<file path="src/rtl/core/ssg_pkg.sv">
// ----------------------------------------------------------------------------
// ssg_pkg
// Types and constants shared by the stepper step generator modules.
// ----------------------------------------------------------------------------
package ssg_pkg;

  // Default sizes of the tick counter and of the step position counter.
  localparam int PERIOD_BITS_DEF   = 20;
  localparam int POSITION_BITS_DEF = 16;

  // Fixed field widths.
  localparam int OUT_POS_W = 16;

  // Register reset values.
  localparam logic [15:0] MAX_SPEED_RST    = 16'd4000;
  localparam logic [15:0] HOMING_SPEED_RST = 16'd2000;
  localparam logic [14:0] HALF_RANGE_RST   = 15'd889;
  localparam logic [7:0]  DEBOUNCE_RST     = 8'd5;

  // Item opcodes.
  localparam logic OP_TICK = 1'b0;
  localparam logic OP_CMD  = 1'b1;

  // Period divider: 1e8 / (max_speed * pct) or 1e6 / homing_speed.
  localparam int DIV_DIVIDEND_W = 27;
  localparam int DIV_DIVISOR_W  = 23;
  localparam int DIV_CNT_W      = $clog2(DIV_DIVIDEND_W);
  localparam logic [DIV_DIVIDEND_W-1:0] CMD_DIVIDEND  = DIV_DIVIDEND_W'(100000000);
  localparam logic [DIV_DIVIDEND_W-1:0] HOME_DIVIDEND = DIV_DIVIDEND_W'(1000000);
  localparam logic [DIV_CNT_W-1:0]      DIV_LAST      = DIV_CNT_W'(DIV_DIVIDEND_W - 1);

  // Product of max_speed and percentage below which the motor stops.
  localparam logic [DIV_DIVISOR_W-1:0] PROD_STOP_LIMIT = DIV_DIVISOR_W'(100);
  localparam logic signed [7:0] PCT_LIMIT = 8'sd100;

  // Configuration register indexes.
  typedef enum logic [1:0] {
    REG_MAX_SPEED,
    REG_HOMING_SPEED,
    REG_HALF_RANGE,
    REG_DEBOUNCE
  } reg_idx_t;

  // Controller to datapath commands.
  typedef struct packed {
    logic apply;       // accepted item updates the motor state
    logic div_run;     // divider takes one quotient bit
    logic div_finish;  // last divider step, load the new period
  } ctl_cmd_t;

  // Datapath to controller status.
  typedef struct packed {
    logic div_req;     // applied item needs a new period
  } ctl_sts_t;

endpackage

</file>
<file path="src/rtl/core/ssg_ctrl.sv">
// ----------------------------------------------------------------------------
// ssg_ctrl
// Handshake and sequencing controller: accepts items, holds the result
// valid flag and steps the period divider.
// ----------------------------------------------------------------------------
module ssg_ctrl
  import ssg_pkg::*;
(
  input  logic     clk,
  input  logic     rst_n,
  input  logic     in_valid,
  output logic     in_ready,
  output logic     out_valid,
  input  logic     out_ready,
  output ctl_cmd_t cmd,
  input  ctl_sts_t sts
);

  typedef enum logic {
    ST_IDLE,
    ST_DIV
  } state_t;

  state_t               state_r, state_nxt;
  logic [DIV_CNT_W-1:0] cnt_r, cnt_nxt;
  logic                 out_valid_r, out_valid_nxt;
  logic                 accept;

  // An item enters when idle and the result slot is free or being emptied.
  assign in_ready = (state_r == ST_IDLE) && (!out_valid_r || out_ready);
  assign accept   = in_valid && in_ready;
  assign out_valid = out_valid_r;

  // Next state and commands.
  always_comb begin
    state_nxt      = state_r;
    cnt_nxt        = cnt_r;
    out_valid_nxt  = out_valid_r;
    cmd.apply      = accept;
    cmd.div_run    = 1'b0;
    cmd.div_finish = 1'b0;
    if (accept) begin
      out_valid_nxt = 1'b1;
    end else if (out_ready) begin
      out_valid_nxt = 1'b0;
    end
    case (state_r)
      ST_IDLE: begin
        if (accept && sts.div_req) begin
          state_nxt = ST_DIV;
          cnt_nxt   = DIV_LAST;
        end
      end
      ST_DIV: begin
        cmd.div_run = 1'b1;
        if (cnt_r == '0) begin
          cmd.div_finish = 1'b1;
          state_nxt      = ST_IDLE;
        end else begin
          cnt_nxt = cnt_r - 1'b1;
        end
      end
      default: begin
        state_nxt = ST_IDLE;
      end
    endcase
  end

  // State and registered outputs.
  always_ff @(posedge clk) begin
    if (!rst_n) begin
      state_r     <= ST_IDLE;
      cnt_r       <= '0;
      out_valid_r <= 1'b0;
    end else begin
      state_r     <= state_nxt;
      cnt_r       <= cnt_nxt;
      out_valid_r <= out_valid_nxt;
    end
  end

endmodule

</file>
<file path="src/rtl/core/ssg_dpath.sv">
// ----------------------------------------------------------------------------
// ssg_dpath
// Motor state datapath: tick counter, step toggling, position count,
// homing and debounce logic, period divider and result register.
// ----------------------------------------------------------------------------
module ssg_dpath
  import ssg_pkg::*;
#(
  parameter int PERIOD_BITS   = PERIOD_BITS_DEF,
  parameter int POSITION_BITS = POSITION_BITS_DEF
) (
  input  logic                  clk,
  input  logic                  rst_n,
  input  ctl_cmd_t              cmd,
  output ctl_sts_t              sts,
  input  logic [15:0]           max_speed,
  input  logic [15:0]           homing_speed,
  input  logic [14:0]           half_range_steps,
  input  logic [7:0]            debounce_limit,
  input  logic                  in_opcode,
  input  logic                  in_hall_level,
  input  logic signed [7:0]     in_speed_pct,
  input  logic                  in_episode_end,
  output logic                  out_step_level,
  output logic                  out_dir_level,
  output logic signed [15:0]    out_position_steps,
  output logic                  out_episode_done,
  output logic                  out_is_homing,
  output logic                  out_is_running
);

  localparam int CW = ((POSITION_BITS > 16) ? POSITION_BITS : 16) + 1;
  localparam int SW = (PERIOD_BITS > DIV_DIVIDEND_W) ? PERIOD_BITS : DIV_DIVIDEND_W;
  localparam logic signed [POSITION_BITS-1:0] POS_MAX = {1'b0, {(POSITION_BITS-1){1'b1}}};
  localparam logic signed [POSITION_BITS-1:0] POS_MIN = {1'b1, {(POSITION_BITS-1){1'b0}}};
  localparam logic signed [POSITION_BITS-1:0] POS_ONE = POSITION_BITS'(1);
  localparam logic [SW-1:0] PERIOD_MAX = SW'({PERIOD_BITS{1'b1}});

  // Motor state.
  logic                            running_r, running_nxt;
  logic                            step_r, step_nxt;
  logic                            dir_r, dir_nxt;
  logic signed [POSITION_BITS-1:0] pos_r, pos_nxt;
  logic                            homing_r, homing_nxt;
  logic                            done_r, done_nxt;
  logic                            center_r, center_nxt;
  logic [7:0]                      deb_r, deb_nxt;
  logic [PERIOD_BITS-1:0]          count_r, count_nxt;
  logic [PERIOD_BITS-1:0]          reload_r;

  // Divider state.
  logic [DIV_DIVIDEND_W-1:0] quo_r, quo_step;
  logic [DIV_DIVISOR_W-1:0]  rem_r, rem_step, divisor_r;
  logic [DIV_DIVISOR_W:0]    trial;
  logic [SW-1:0]             quo_ext;

  // Command operands.
  logic signed [7:0]        pct_clip;
  logic [6:0]               pct_mag;
  logic [DIV_DIVISOR_W-1:0] prod;
  logic [PERIOD_BITS:0]     count_plus;
  logic signed [CW-1:0]     pos_w, half_w;
  logic                     home_req, div_home;
  logic [OUT_POS_W-1:0]     pos_out_nxt;

  // Clip the percentage and form max_speed times its magnitude.
  assign pct_clip = (in_speed_pct > PCT_LIMIT)  ? PCT_LIMIT :
                    (in_speed_pct < -PCT_LIMIT) ? -PCT_LIMIT : in_speed_pct;
  assign pct_mag  = (pct_clip < 0) ? 7'(-pct_clip) : 7'(pct_clip);
  assign prod     = DIV_DIVISOR_W'(max_speed) * DIV_DIVISOR_W'(pct_mag);

  assign count_plus = {1'b0, count_r} + 1'b1;
  assign half_w     = CW'(signed'({1'b0, half_range_steps}));

  // Item update of the motor state.
  always_comb begin
    running_nxt = running_r;
    step_nxt    = step_r;
    dir_nxt     = dir_r;
    pos_nxt     = pos_r;
    homing_nxt  = homing_r;
    done_nxt    = done_r;
    center_nxt  = center_r;
    deb_nxt     = deb_r;
    count_nxt   = count_r;
    home_req    = 1'b0;
    div_home    = 1'b0;
    sts.div_req = 1'b0;
    pos_w       = '0;
    if (cmd.apply) begin
      if (in_opcode == OP_CMD) begin
        // Speed command, ignored once the episode is done.
        if (!done_r) begin
          if (in_episode_end) begin
            done_nxt = 1'b1;
            home_req = 1'b1;
          end else begin
            if (pct_clip < 0) begin
              dir_nxt = 1'b0;
            end else if (pct_clip > 0) begin
              dir_nxt = 1'b1;
            end
            if (prod < PROD_STOP_LIMIT) begin
              running_nxt = 1'b0;
              step_nxt    = 1'b0;
              count_nxt   = '0;
            end else begin
              running_nxt = 1'b1;
              sts.div_req = 1'b1;
            end
            done_nxt = 1'b0;
          end
        end
      end else if (running_r) begin
        // Microsecond tick while running.
        if (count_plus >= {1'b0, reload_r}) begin
          count_nxt = '0;
          step_nxt  = !step_r;
          if (in_hall_level) begin
            pos_nxt = '0;
          end
          if (step_nxt) begin
            if (dir_r) begin
              if (pos_nxt != POS_MAX) begin
                pos_nxt = pos_nxt + POS_ONE;
              end
            end else begin
              if (pos_nxt != POS_MIN) begin
                pos_nxt = pos_nxt - POS_ONE;
              end
            end
            pos_w = CW'(pos_nxt);
            if (!homing_r) begin
              if (!done_r && (pos_w >= half_w || pos_w <= -half_w)) begin
                done_nxt = 1'b1;
                home_req = 1'b1;
              end else begin
                done_nxt = 1'b0;
              end
            end else begin
              // Debounce of the hall sensor while homing.
              if (in_hall_level && !center_r) begin
                center_nxt = 1'b1;
                deb_nxt    = '0;
              end else if (in_hall_level && center_r) begin
                if (deb_r != 8'hFF) begin
                  deb_nxt = deb_r + 1'b1;
                end
              end else if (!in_hall_level && center_r && deb_r > debounce_limit) begin
                center_nxt  = 1'b0;
                deb_nxt     = '0;
                homing_nxt  = 1'b0;
                done_nxt    = 1'b0;
                pos_nxt     = '0;
                running_nxt = 1'b0;
                step_nxt    = 1'b0;
                count_nxt   = '0;
              end
            end
          end
        end else begin
          count_nxt = count_plus[PERIOD_BITS-1:0];
        end
      end
      // Start of homing toward zero.
      if (home_req) begin
        homing_nxt = 1'b1;
        if (pos_nxt > 0) begin
          dir_nxt = 1'b0;
        end else if (pos_nxt < 0) begin
          dir_nxt = 1'b1;
        end
        if (pos_nxt == 0) begin
          homing_nxt  = 1'b0;
          done_nxt    = 1'b0;
          running_nxt = 1'b0;
          step_nxt    = 1'b0;
          count_nxt   = '0;
        end else if (homing_speed == '0) begin
          running_nxt = 1'b0;
          step_nxt    = 1'b0;
          count_nxt   = '0;
        end else begin
          running_nxt = 1'b1;
          sts.div_req = 1'b1;
          div_home    = 1'b1;
        end
      end
    end
  end

  // One restoring divider step per cycle.
  assign trial    = {rem_r, quo_r[DIV_DIVIDEND_W-1]};
  assign rem_step = (trial >= {1'b0, divisor_r}) ?
                    DIV_DIVISOR_W'(trial - {1'b0, divisor_r}) : trial[DIV_DIVISOR_W-1:0];
  assign quo_step = {quo_r[DIV_DIVIDEND_W-2:0], (trial >= {1'b0, divisor_r})};
  assign quo_ext  = SW'(quo_step);

  // Result position is the low bits of the count, sign extended if narrower.
  generate
    if (POSITION_BITS >= OUT_POS_W) begin : g_pos_trunc
      assign pos_out_nxt = pos_nxt[OUT_POS_W-1:0];
    end else begin : g_pos_ext
      assign pos_out_nxt = {{(OUT_POS_W-POSITION_BITS){pos_nxt[POSITION_BITS-1]}}, pos_nxt};
    end
  endgenerate

  // Control state.
  always_ff @(posedge clk) begin
    if (!rst_n) begin
      running_r <= 1'b0;
      step_r    <= 1'b0;
      dir_r     <= 1'b0;
      pos_r     <= '0;
      homing_r  <= 1'b0;
      done_r    <= 1'b0;
      center_r  <= 1'b0;
      deb_r     <= '0;
      count_r   <= '0;
      reload_r  <= '0;
    end else begin
      running_r <= running_nxt;
      step_r    <= step_nxt;
      dir_r     <= dir_nxt;
      pos_r     <= pos_nxt;
      homing_r  <= homing_nxt;
      done_r    <= done_nxt;
      center_r  <= center_nxt;
      deb_r     <= deb_nxt;
      count_r   <= count_nxt;
      if (cmd.div_finish) begin
        reload_r <= (quo_ext > PERIOD_MAX) ? {PERIOD_BITS{1'b1}} : PERIOD_BITS'(quo_ext);
      end
    end
  end

  // Divider operands and result register.
  always_ff @(posedge clk) begin
    if (sts.div_req) begin
      quo_r     <= div_home ? HOME_DIVIDEND : CMD_DIVIDEND;
      divisor_r <= div_home ? DIV_DIVISOR_W'(homing_speed) : prod;
      rem_r     <= '0;
    end else if (cmd.div_run) begin
      quo_r <= quo_step;
      rem_r <= rem_step;
    end
    if (cmd.apply) begin
      out_step_level     <= step_nxt;
      out_dir_level      <= dir_nxt;
      out_position_steps <= signed'(pos_out_nxt);
      out_episode_done   <= done_nxt;
      out_is_homing      <= homing_nxt;
      out_is_running     <= running_nxt;
    end
  end

endmodule

</file>
<file path="src/rtl/core/stepper_step_generator_with_homing.sv">
// ----------------------------------------------------------------------------
// stepper_step_generator_with_homing
// Step and direction generator with range limit and hall sensor homing.
// ----------------------------------------------------------------------------
// Usage:
// The input channel (in_valid/in_ready) carries one item per microsecond
// tick (opcode tick, with the sampled hall level) or a speed command (signed
// percentage and episode-end flag). Every item yields exactly one result item
// on the output channel (out_valid/out_ready): step and direction levels,
// the saturating step count and the done, homing and running flags after
// that item.
// A result is registered and appears in the cycle after its item is accepted.
// Ticks and commands that set no new period skip the divider. An item that
// loads a new toggle period (a speed command, or the start of homing) runs a
// one bit per cycle restoring divider, which keeps in_ready low until its last
// quotient bit. A result that the receiver has not taken stays in the output
// register; the next item is accepted no earlier than the cycle that result is
// taken. After reset the motor is stopped at count zero and the registers hold
// their defaults (4000, 2000, 889, 5). Registers are to be written through the
// APB port while no item is in flight; the block itself does not enforce this.
// ----------------------------------------------------------------------------
module stepper_step_generator_with_homing
  import ssg_pkg::*;
#(
  parameter int PERIOD_BITS   = PERIOD_BITS_DEF,
  parameter int POSITION_BITS = POSITION_BITS_DEF
) (
  input  logic               clk,
  input  logic               rst_n,
  input  logic               in_valid,
  output logic               in_ready,
  input  logic               in_opcode,
  input  logic               in_hall_level,
  input  logic signed [7:0]  in_speed_pct,
  input  logic               in_episode_end,
  output logic               out_valid,
  input  logic               out_ready,
  output logic               out_step_level,
  output logic               out_dir_level,
  output logic signed [15:0] out_position_steps,
  output logic               out_episode_done,
  output logic               out_is_homing,
  output logic               out_is_running,
  input  logic               psel,
  input  logic               penable,
  input  logic               pwrite,
  input  logic [3:0]         paddr,
  input  logic [31:0]        pwdata,
  output logic [31:0]        prdata,
  output logic               pready
);

  logic [15:0] max_speed_r;
  logic [15:0] homing_speed_r;
  logic [14:0] half_range_r;
  logic [7:0]  debounce_r;
  reg_idx_t    reg_idx;
  ctl_cmd_t    cmd;
  ctl_sts_t    sts;

  assign pready  = 1'b1;
  assign reg_idx = reg_idx_t'(paddr[3:2]);

  // Configuration register writes.
  always_ff @(posedge clk) begin
    if (!rst_n) begin
      max_speed_r    <= MAX_SPEED_RST;
      homing_speed_r <= HOMING_SPEED_RST;
      half_range_r   <= HALF_RANGE_RST;
      debounce_r     <= DEBOUNCE_RST;
    end else if (psel && penable && pwrite) begin
      case (reg_idx)
        REG_MAX_SPEED:    max_speed_r    <= pwdata[15:0];
        REG_HOMING_SPEED: homing_speed_r <= pwdata[15:0];
        REG_HALF_RANGE:   half_range_r   <= pwdata[14:0];
        REG_DEBOUNCE:     debounce_r     <= pwdata[7:0];
        default: begin
        end
      endcase
    end
  end

  // Configuration register reads.
  always_comb begin
    case (reg_idx)
      REG_MAX_SPEED:    prdata = 32'(max_speed_r);
      REG_HOMING_SPEED: prdata = 32'(homing_speed_r);
      REG_HALF_RANGE:   prdata = 32'(half_range_r);
      REG_DEBOUNCE:     prdata = 32'(debounce_r);
      default:          prdata = '0;
    endcase
  end

  ssg_ctrl u_ctrl (
    .clk       (clk),
    .rst_n     (rst_n),
    .in_valid  (in_valid),
    .in_ready  (in_ready),
    .out_valid (out_valid),
    .out_ready (out_ready),
    .cmd       (cmd),
    .sts       (sts)
  );

  ssg_dpath #(
    .PERIOD_BITS   (PERIOD_BITS),
    .POSITION_BITS (POSITION_BITS)
  ) u_dpath (
    .clk                (clk),
    .rst_n              (rst_n),
    .cmd                (cmd),
    .sts                (sts),
    .max_speed          (max_speed_r),
    .homing_speed       (homing_speed_r),
    .half_range_steps   (half_range_r),
    .debounce_limit     (debounce_r),
    .in_opcode          (in_opcode),
    .in_hall_level      (in_hall_level),
    .in_speed_pct       (in_speed_pct),
    .in_episode_end     (in_episode_end),
    .out_step_level     (out_step_level),
    .out_dir_level      (out_dir_level),
    .out_position_steps (out_position_steps),
    .out_episode_done   (out_episode_done),
    .out_is_homing      (out_is_homing),
    .out_is_running     (out_is_running)
  );

endmodule

</file>
<file path="config.mk">
export PLATFORM = sky130hd
export DESIGN_NAME = stepper_step_generator_with_homing
export DESIGN_NICKNAME = d
export VERILOG_FILES = /design/src/rtl/core/ssg_pkg.sv /design/src/rtl/core/ssg_ctrl.sv /design/src/rtl/core/ssg_dpath.sv /design/src/rtl/core/stepper_step_generator_with_homing.sv
export SDC_FILE = /design/constraint.sdc
export NUM_CORES = 1
export LEC_CHECK = 0
export ABC_CLOCK_PERIOD_IN_PS = 21600
export BUFFER_PORTS_ARGS = -buffer_cell sky130_fd_sc_hd__buf_2
export CORE_UTILIZATION = 43
export CTS_BUF_LIST = sky130_fd_sc_hd__clkbuf_16
export CTS_CLUSTER_DIAMETER = 30
export CTS_CLUSTER_SIZE = 16
export DETAILED_ROUTE_END_ITERATION = 7
export PLACE_DENSITY = 0.64
export SLEW_MARGIN = 40
export SYNTH_ARGS = -nofsm -noshare
export SYNTH_HDL_FRONTEND = slang
export SYNTH_HIERARCHICAL = 1
export SYNTH_SLANG_ARGS = --single-unit
</file>
<file path="constraint.sdc">
create_clock -name clk -period 21.6 [get_ports clk]
set_clock_uncertainty 0.15 [all_clocks]
set_input_delay 3.24 -clock clk [delete_from_list [all_inputs] [get_ports clk]]
set_output_delay 3.24 -clock clk [all_outputs]
set_load 0.02 [all_outputs]
</file>
Word level (Yosys, flattened, before mapping)
Index checks and enable logic that the tools add are counted.

Bitwise operators: 3. Muxes and demuxes: 136. Add/sub/neg operators: 8. $lt $le $gt $ge: 13. Reduce and logical (&&, ||, !) cells: 32. $mul: 1. Equal/unequal tests: 10.

Operators with widths (count): 16-bit 2-to-1 mux (24); 20-bit 2-to-1 mux (10); 32-bit case mux with 4 select lines (1); 1-bit 2-to-1 mux (85); 27-bit 2-to-1 mux (3); 8-bit 2-to-1 mux (6); 32-bit zero test (1); 16-bit inequality test (second input constant) (2); 27-bit by 20-bit > comparator with 1-bit output (second input constant) (1); 24-bit by 23-bit >= comparator with 1-bit output (1); 23-bit by 7-bit less-than comparator with 1-bit output (second input constant) (1); 16-bit by 7-bit multiplier with 23-bit output (1); 23-bit 2-to-1 mux (1); 23-bit subtractor (1); 20-bit by 1-bit adder with 21-bit output (second input constant) (1); 21-bit by 20-bit >= comparator with 1-bit output (1); 16-bit by 17-bit <= comparator with 1-bit output (1); 15-bit negator with 17-bit output (1); 16-bit by 2-bit adder with 16-bit output (second input constant) (1); 16-bit >= comparator (1); 16-bit by 1-bit > comparator with 1-bit output (second input constant) (1); 16-bit zero test (1); 16-bit by 1-bit less-than comparator with 1-bit output (second input constant) (1); 8-bit AND reduction (2); 29 further kinds (54).

Bits in registers: 226. Word-level logic and storage cells: 230. Output and inout port bits: 56.

Logic depth before layout (Yosys ltp)
Word-level depth: 30. Mapped depth: 43.

Modules after synthesis
The synthesis kept the hierarchy.

Modules (own cells, without submodules): ssg_dpath (cells an instance 1837, sequential area each 3993.8 µm², area an instance 15682.5 µm², instances 1); stepper_step_generator_with_homing (cells an instance 269, sequential area each 1101.1 µm², area an instance 2640.0 µm², instances 1); ssg_ctrl (cells an instance 43, sequential area each 140.1 µm², area an instance 399.1 µm², instances 1).

Worst setup path before layout
Ideal clock, no wire load.

Kind: in2reg. Start: in in_speed_pct[3]. End: reg u_ctrl.cnt_r[4]. Data arrival time: 11839 ps. Required time: 21380 ps. Setup slack: 9542 ps. Library setup time: 70 ps. Cell stages on the path: 43. Cell sequence: a311o_1 nand2_1 ha_1 clkbuf_1 nor2_1 and2_0 clkbuf_1 inv_1 ha_1 nand2b_1 nor3_1 nor3b_1 nor2_1 xnor2_1 nor2_1 clkbuf_1 nor2b_1 fa_1 [7 not listed] ha_1 clkbuf_1 and4_1 and4_1 a32o_1 a211o_1 a211oi_1 nor4_1 nand4_1 nor2b_1 and2_1 clkbuf_1 nor2_4 inv_2 buf_6 inv_1 or4_1 a21oi_1.

Word-level cells in the longest chain between the ends: 18. Elaborated cells on any way between the ends: 20. Those cells by class: add/sub: 1; mul: 1; order compare: 4; eq/ne: 1; mux: 11; reduce/logical: 2.

Ends and longest elaborated chain: start, declared (RTL line stepper_step_generator_with_homing.sv:34) `input logic signed [7:0] in_speed_pct,`; 8-bit less-than comparator (RTL line ssg_dpath.sv:68) `(in_speed_pct < -PCT_LIMIT) ? -PCT_LIMIT : in_speed_pct;`; 8-bit 2-to-1 mux (RTL line ssg_dpath.sv:68); 8-bit 2-to-1 mux (*) (RTL line ssg_dpath.sv:67) `assign pct_clip = (in_speed_pct > PCT_LIMIT) ? PCT_LIMIT :`; 7-bit negator or 8-bit by 1-bit less-than comparator with 1-bit output (tied branches) (RTL line ssg_dpath.sv:69) `assign pct_mag = (pct_clip < 0) ? 7'(-pct_clip) : 7'(pct_clip);`; 7-bit 2-to-1 mux (*) (RTL line ssg_dpath.sv:69); 16-bit by 7-bit multiplier with 23-bit output (*) (RTL line ssg_dpath.sv:70) `assign prod = DIV_DIVISOR_W'(max_speed) * DIV_DIVISOR_W'(pct_mag);`; 23-bit by 7-bit less-than comparator with 1-bit output (*) (RTL line ssg_dpath.sv:103) `if (prod < PROD_STOP_LIMIT) begin`; 1-bit 2-to-1 mux (*) (RTL line ssg_dpath.sv:103); [3 not listed]; 1-bit 2-to-1 mux (RTL line ssg_dpath.sv:179) `end else if (homing_speed == '0) begin`; 1-bit 2-to-1 mux (RTL line ssg_dpath.sv:173) `if (pos_nxt == 0) begin`; 1-bit 2-to-1 mux (*) (RTL line ssg_dpath.sv:166) `if (home_req) begin`; 1-bit 2-to-1 mux (*) (RTL line ssg_dpath.sv:90) `if (cmd.apply) begin`; via sts (RTL line stepper_step_generator_with_homing.sv:59) `ctl_sts_t sts;`; 1-bit logical AND (*) (RTL line ssg_ctrl.sv:49) `if (accept && sts.div_req) begin`; 2-bit inequality test (no source line) (*); 2-bit AND reduction (no source line) (*); end signal, assigned (RTL line ssg_ctrl.sv:77) `cnt_r <= cnt_nxt;`; end, declared (RTL line ssg_ctrl.sv:25) `logic [DIV_CNT_W-1:0] cnt_r, cnt_nxt;`.

The timed path passes the listed nets; every way through them passes the cells marked *. A chain may end at the register's enable or synchronous reset.

Worst setup path in the final report
Start: in in_speed_pct[3]. End: reg u_dpath.quo_r[15] (enable).

Word-level cells in the longest chain between the ends: 16. Elaborated cells on any way between the ends: 18. Those cells by class: add/sub: 1; mul: 1; order compare: 4; mux: 11; reduce/logical: 1.

Ends and longest elaborated chain: 8-bit less-than comparator (RTL line ssg_dpath.sv:68); 8-bit 2-to-1 mux (RTL line ssg_dpath.sv:68); 8-bit 2-to-1 mux (*) (RTL line ssg_dpath.sv:67); 7-bit negator or 8-bit by 1-bit less-than comparator with 1-bit output (tied branches) (RTL line ssg_dpath.sv:69); 7-bit 2-to-1 mux (*) (RTL line ssg_dpath.sv:69); 16-bit by 7-bit multiplier with 23-bit output (*) (RTL line ssg_dpath.sv:70); 23-bit by 7-bit less-than comparator with 1-bit output (*) (RTL line ssg_dpath.sv:103); 1-bit 2-to-1 mux (*) (RTL line ssg_dpath.sv:103); 1-bit 2-to-1 mux (*) (RTL line ssg_dpath.sv:94) `if (in_episode_end) begin`; 1-bit 2-to-1 mux (*) (RTL line ssg_dpath.sv:93) `if (!done_r) begin`; 1-bit 2-to-1 mux (*) (RTL line ssg_dpath.sv:91) `if (in_opcode == OP_CMD) begin`; 1-bit 2-to-1 mux (RTL line ssg_dpath.sv:179); 1-bit 2-to-1 mux (RTL line ssg_dpath.sv:173); 1-bit 2-to-1 mux (*) (RTL line ssg_dpath.sv:166); 1-bit 2-to-1 mux (*) (RTL line ssg_dpath.sv:90); 2-bit nonzero test (no source line) (*); end signal, assigned (RTL line ssg_dpath.sv:240) `quo_r <= div_home ? HOME_DIVIDEND : CMD_DIVIDEND;`; end signal, assigned (RTL line ssg_dpath.sv:244) `quo_r <= quo_step;`; end, declared (RTL line ssg_dpath.sv:52) `logic [DIV_DIVIDEND_W-1:0] quo_r, quo_step;`.

Every way passes the cells marked *; elsewhere a longest branch is shown, timed or not.

==> results.yml <==
status:
  status: "complete, no violations"
worst_setup_path:
  timing.rr.start: "max_speed_r[0]"
  path_max_fanout: 27
  crit_buf_inv: 4
  crit_cells: 32
  cp-endpoint: "u_dpath/quo_r[15]"
  cp.required_ns: 21.66
  critPathMaxStageDelay_ns: 0.83
  crit_arrival_ns: 13.15
  worstSetupStartpoint: "in_speed_pct[3]"
  ff2ff_setup_slack_ns: 13.96
  crit_top_cell: "fa_1"
  critPathTopFamily: "simple AND/OR/NAND/NOR gates"
  cp-start-kind: "input port"
  critical_path_class: "input port to flop"
  r2r_end: "u_dpath/quo_r[15]"
  end_kind: "flop"
  r2r_cells: 19
  crit_slowest_cell: "or3_2"
global_route:
  grt_overflow: 0
  antenna_found_initial: 0
  grt_pass1_wl_um: 81210
  grt_use_total: 0.2266
  grt_max_degree: 63
  grt_pass1_vias: 15470
synth:
  synth_warnings: 6
  syn_area_um2: 18720
  syn_avg_cell_area_um2: 8.712
  synth_top_area_share: 0.1657
  synth_area_leaders: "dfxtp_1 17%, edfxtp_1 11%, ha_1 8.8%"
  synthArstFlopShare: 0
  syn_inst: 2149
  yosysMostFrequentCell: "nand2_1"
  synth_edf_count: 71
  yosysUniqueCellTypes: 103
  ys_seq_elements: 226
  ys_seq_area_frac: 0.2796
  yosys.area.top_type: "dfxtp_1"
  synth_ff_type: "dfxtp_1"
  synthTopCellsByCount: "200 x nand2_1, 195 x inv_1, 155 x dfxtp_1"
final_layout:
  drive_above_1_share: 0.1221
  syn2layout_area_growth_pct: 12.74
  nFillCells: 4114
  stdcell_area_um2: 21110
  fin_cells: 2813
  nets: 2443
  fin_util: 0.4911
  n_antenna_cell: 0
die:
  coreArea_um2: 42980
  initial_core_util: 0.4356
  fp.dieW_um: 210.7
  ioPinCount: 110
  die_height_um: 210.7
  rows: 76
  die_area_um2: 44380
job:
  cap_violations: 0
hold_path:
  holdCritPathClass: "flop to flop"
cts:
  clock-sinks: 226
  clk_pin_slew_ns: 0.04
  cts_buffer_depth: 3
  cts_tree: "yes"
  numCtsBuffers: 50
  postCtsHoldBufs: 0
  cts_repair_resize_count: 0
  insertion_delay_ns: 0.58
  ctsHtreeMaxLevel: 2
  post_cts_buffers: 0
  root_buffer: "clkbuf_16"
timing:
  drv_slew: 0
  tightest_slew_ns: 0.9002
  hold_viol: 0
  rsz0062_at_grt: "no"
  min_period_ns: 13.09
  fin_crit_sh: 0.6058
  max_freq_mhz: 76.42
  finalSetupViolCount: 0
  setup_tns_ns: 0
  relSlewSlack: 0.3992
detailed_routing:
  routed_wl_um: 50060
  dr_total_vias: 15970
  first_pass_iters: 6
  drtAntennaViolNets: 0
  wl_per_cell_um: 17.79
  via_per_inst: 5.675
  drc_errors: 0
  drt-initial-drc-count: 1135
placed_design:
  place_congestion: 0.9144
  dp_hpwl_um: 37260
  post_dp_cell_area_um2: 19420
  port_buffers: 74
  dp.cells: 2720
power_and_ir_drop:
  p_leak_nw: 9.137
  power.density_nw_per_um2: 114.2
  ir_drop_mv: 0.08698
  power_mw: 2.411
## area by class of cell
cell class / instances / area, um2 / area share
clock buffer: 51 / 1276 / 0.06047
clock inverter: 42 / 411.6 / 0.01950
inverter: 196 / 735.7 / 0.03486
multi-input combinational: 1623 / 12200 / 0.5781
sequential: 226 / 5236 / 0.2481
tap: 585 / 732.0 / 0.03468
timing repair buffer: 90 / 513.0 / 0.02430
## tightest hold or removal path: stages (launching register included)
cell     delay, ns
dfxtp_1       0.32
nand2_1       0.06
mux2i_1       0.06
## flip-flops by register name, summed over array words and instances, names as in the netlist, 5 cells and up
register and count:
u_dpath/rem_r 23, homing_speed_r 16, debounce_r 8, u_dpath/out_position_steps 16, u_dpath/reload_r 20, u_dpath/divisor_r 23
u_dpath/count_r 20, half_range_r 15, u_ctrl/cnt_r 5, u_dpath/deb_r 8, u_dpath/quo_r 27, max_speed_r 16
u_dpath/pos_r 16
## power breakdown
part           leakage (nW)  switching [mW]  internal, mW  total [mW]
Sequential             1.93          0.0351         0.515       0.550
Combinational          6.38           0.667         0.441        1.11
Clock                 0.831           0.259         0.493       0.753
## logic make-up after synthesis
group                      Yosys count  share of synthesized area
and+or+nand+nor                    784                     0.2191
AOI/OAI and AO/OA                  473                     0.1839
buffers and inverters              315                    0.07365
DFF                                226                     0.2796
adders and majority gates          202                     0.1631
muxes                               79                    0.04839
xor gates and xnor gates            68                    0.03181
other                                2                  0.0004011
## layout by cell type, fill, tap and decap left out, drive strengths merged, types with 13 or more instances in the layout
cell	netlist	final
a211o	15	15
nor2b	48	48
fa	70	70
buf	55	90
o31ai	17	17
and2	106	106
nor2	153	153
a31oi	20	20
edfxtp	71	71
nand2	202	202
conb	2	17
o211ai	15	15
clkinv	0	18
or3	16	16
nand2b	30	30
xor2	22	22
o221a	16	16
nor4	24	24
a21oi	85	85
nand4	26	26
mux2i	62	62
nor3	44	44
dfxtp	155	155
o21ai	108	108
a211oi	38	38
a22o	13	13
ha	132	132
a21o	22	22
nand3	39	39
clkbuf	64	51
xnor2	46	46
and3	39	39
inv	196	208
## worst min path at each step
stage / from / endpoint / slack [ns] / cells after the start
floorplan: debounce_r[4] / debounce_r[4] / 0.29 / 2
global placement: half_range_r[14] / half_range_r[14] / 0.32 / 2
detailed placement: half_range_r[14] / half_range_r[14] / 0.32 / 2
CTS: half_range_r[14] / half_range_r[14] / 0.34 / 2
global route: debounce_r[4] / debounce_r[4] / 0.37 / 2
finish: debounce_r[3] / debounce_r[3] / 0.33 / 2
## per-stage QoR
stage          setup WS, ns  hold WS [ns]
6_report              8.514        0.3346
4_1_cts               8.567        0.3365
3_5_place_dp          7.990        0.3248
5_1_grt               7.936        0.3683
3_3_place_gp          7.754        0.3185
2_1_floorplan         9.542        0.2946
## routing by layer
metal  track usage  part of all wire  vias to the layer above  wire, um
met5             0                 0                        -         0
met4       0.05847             0.018                        0       894
met3       0.04505             0.064                       64      3186
met2        0.3544              0.45                      516     22480
met1        0.3185              0.47                     7669     23490
li1              -                 -                     7716         -
Power figures use the tool's default switching activity.
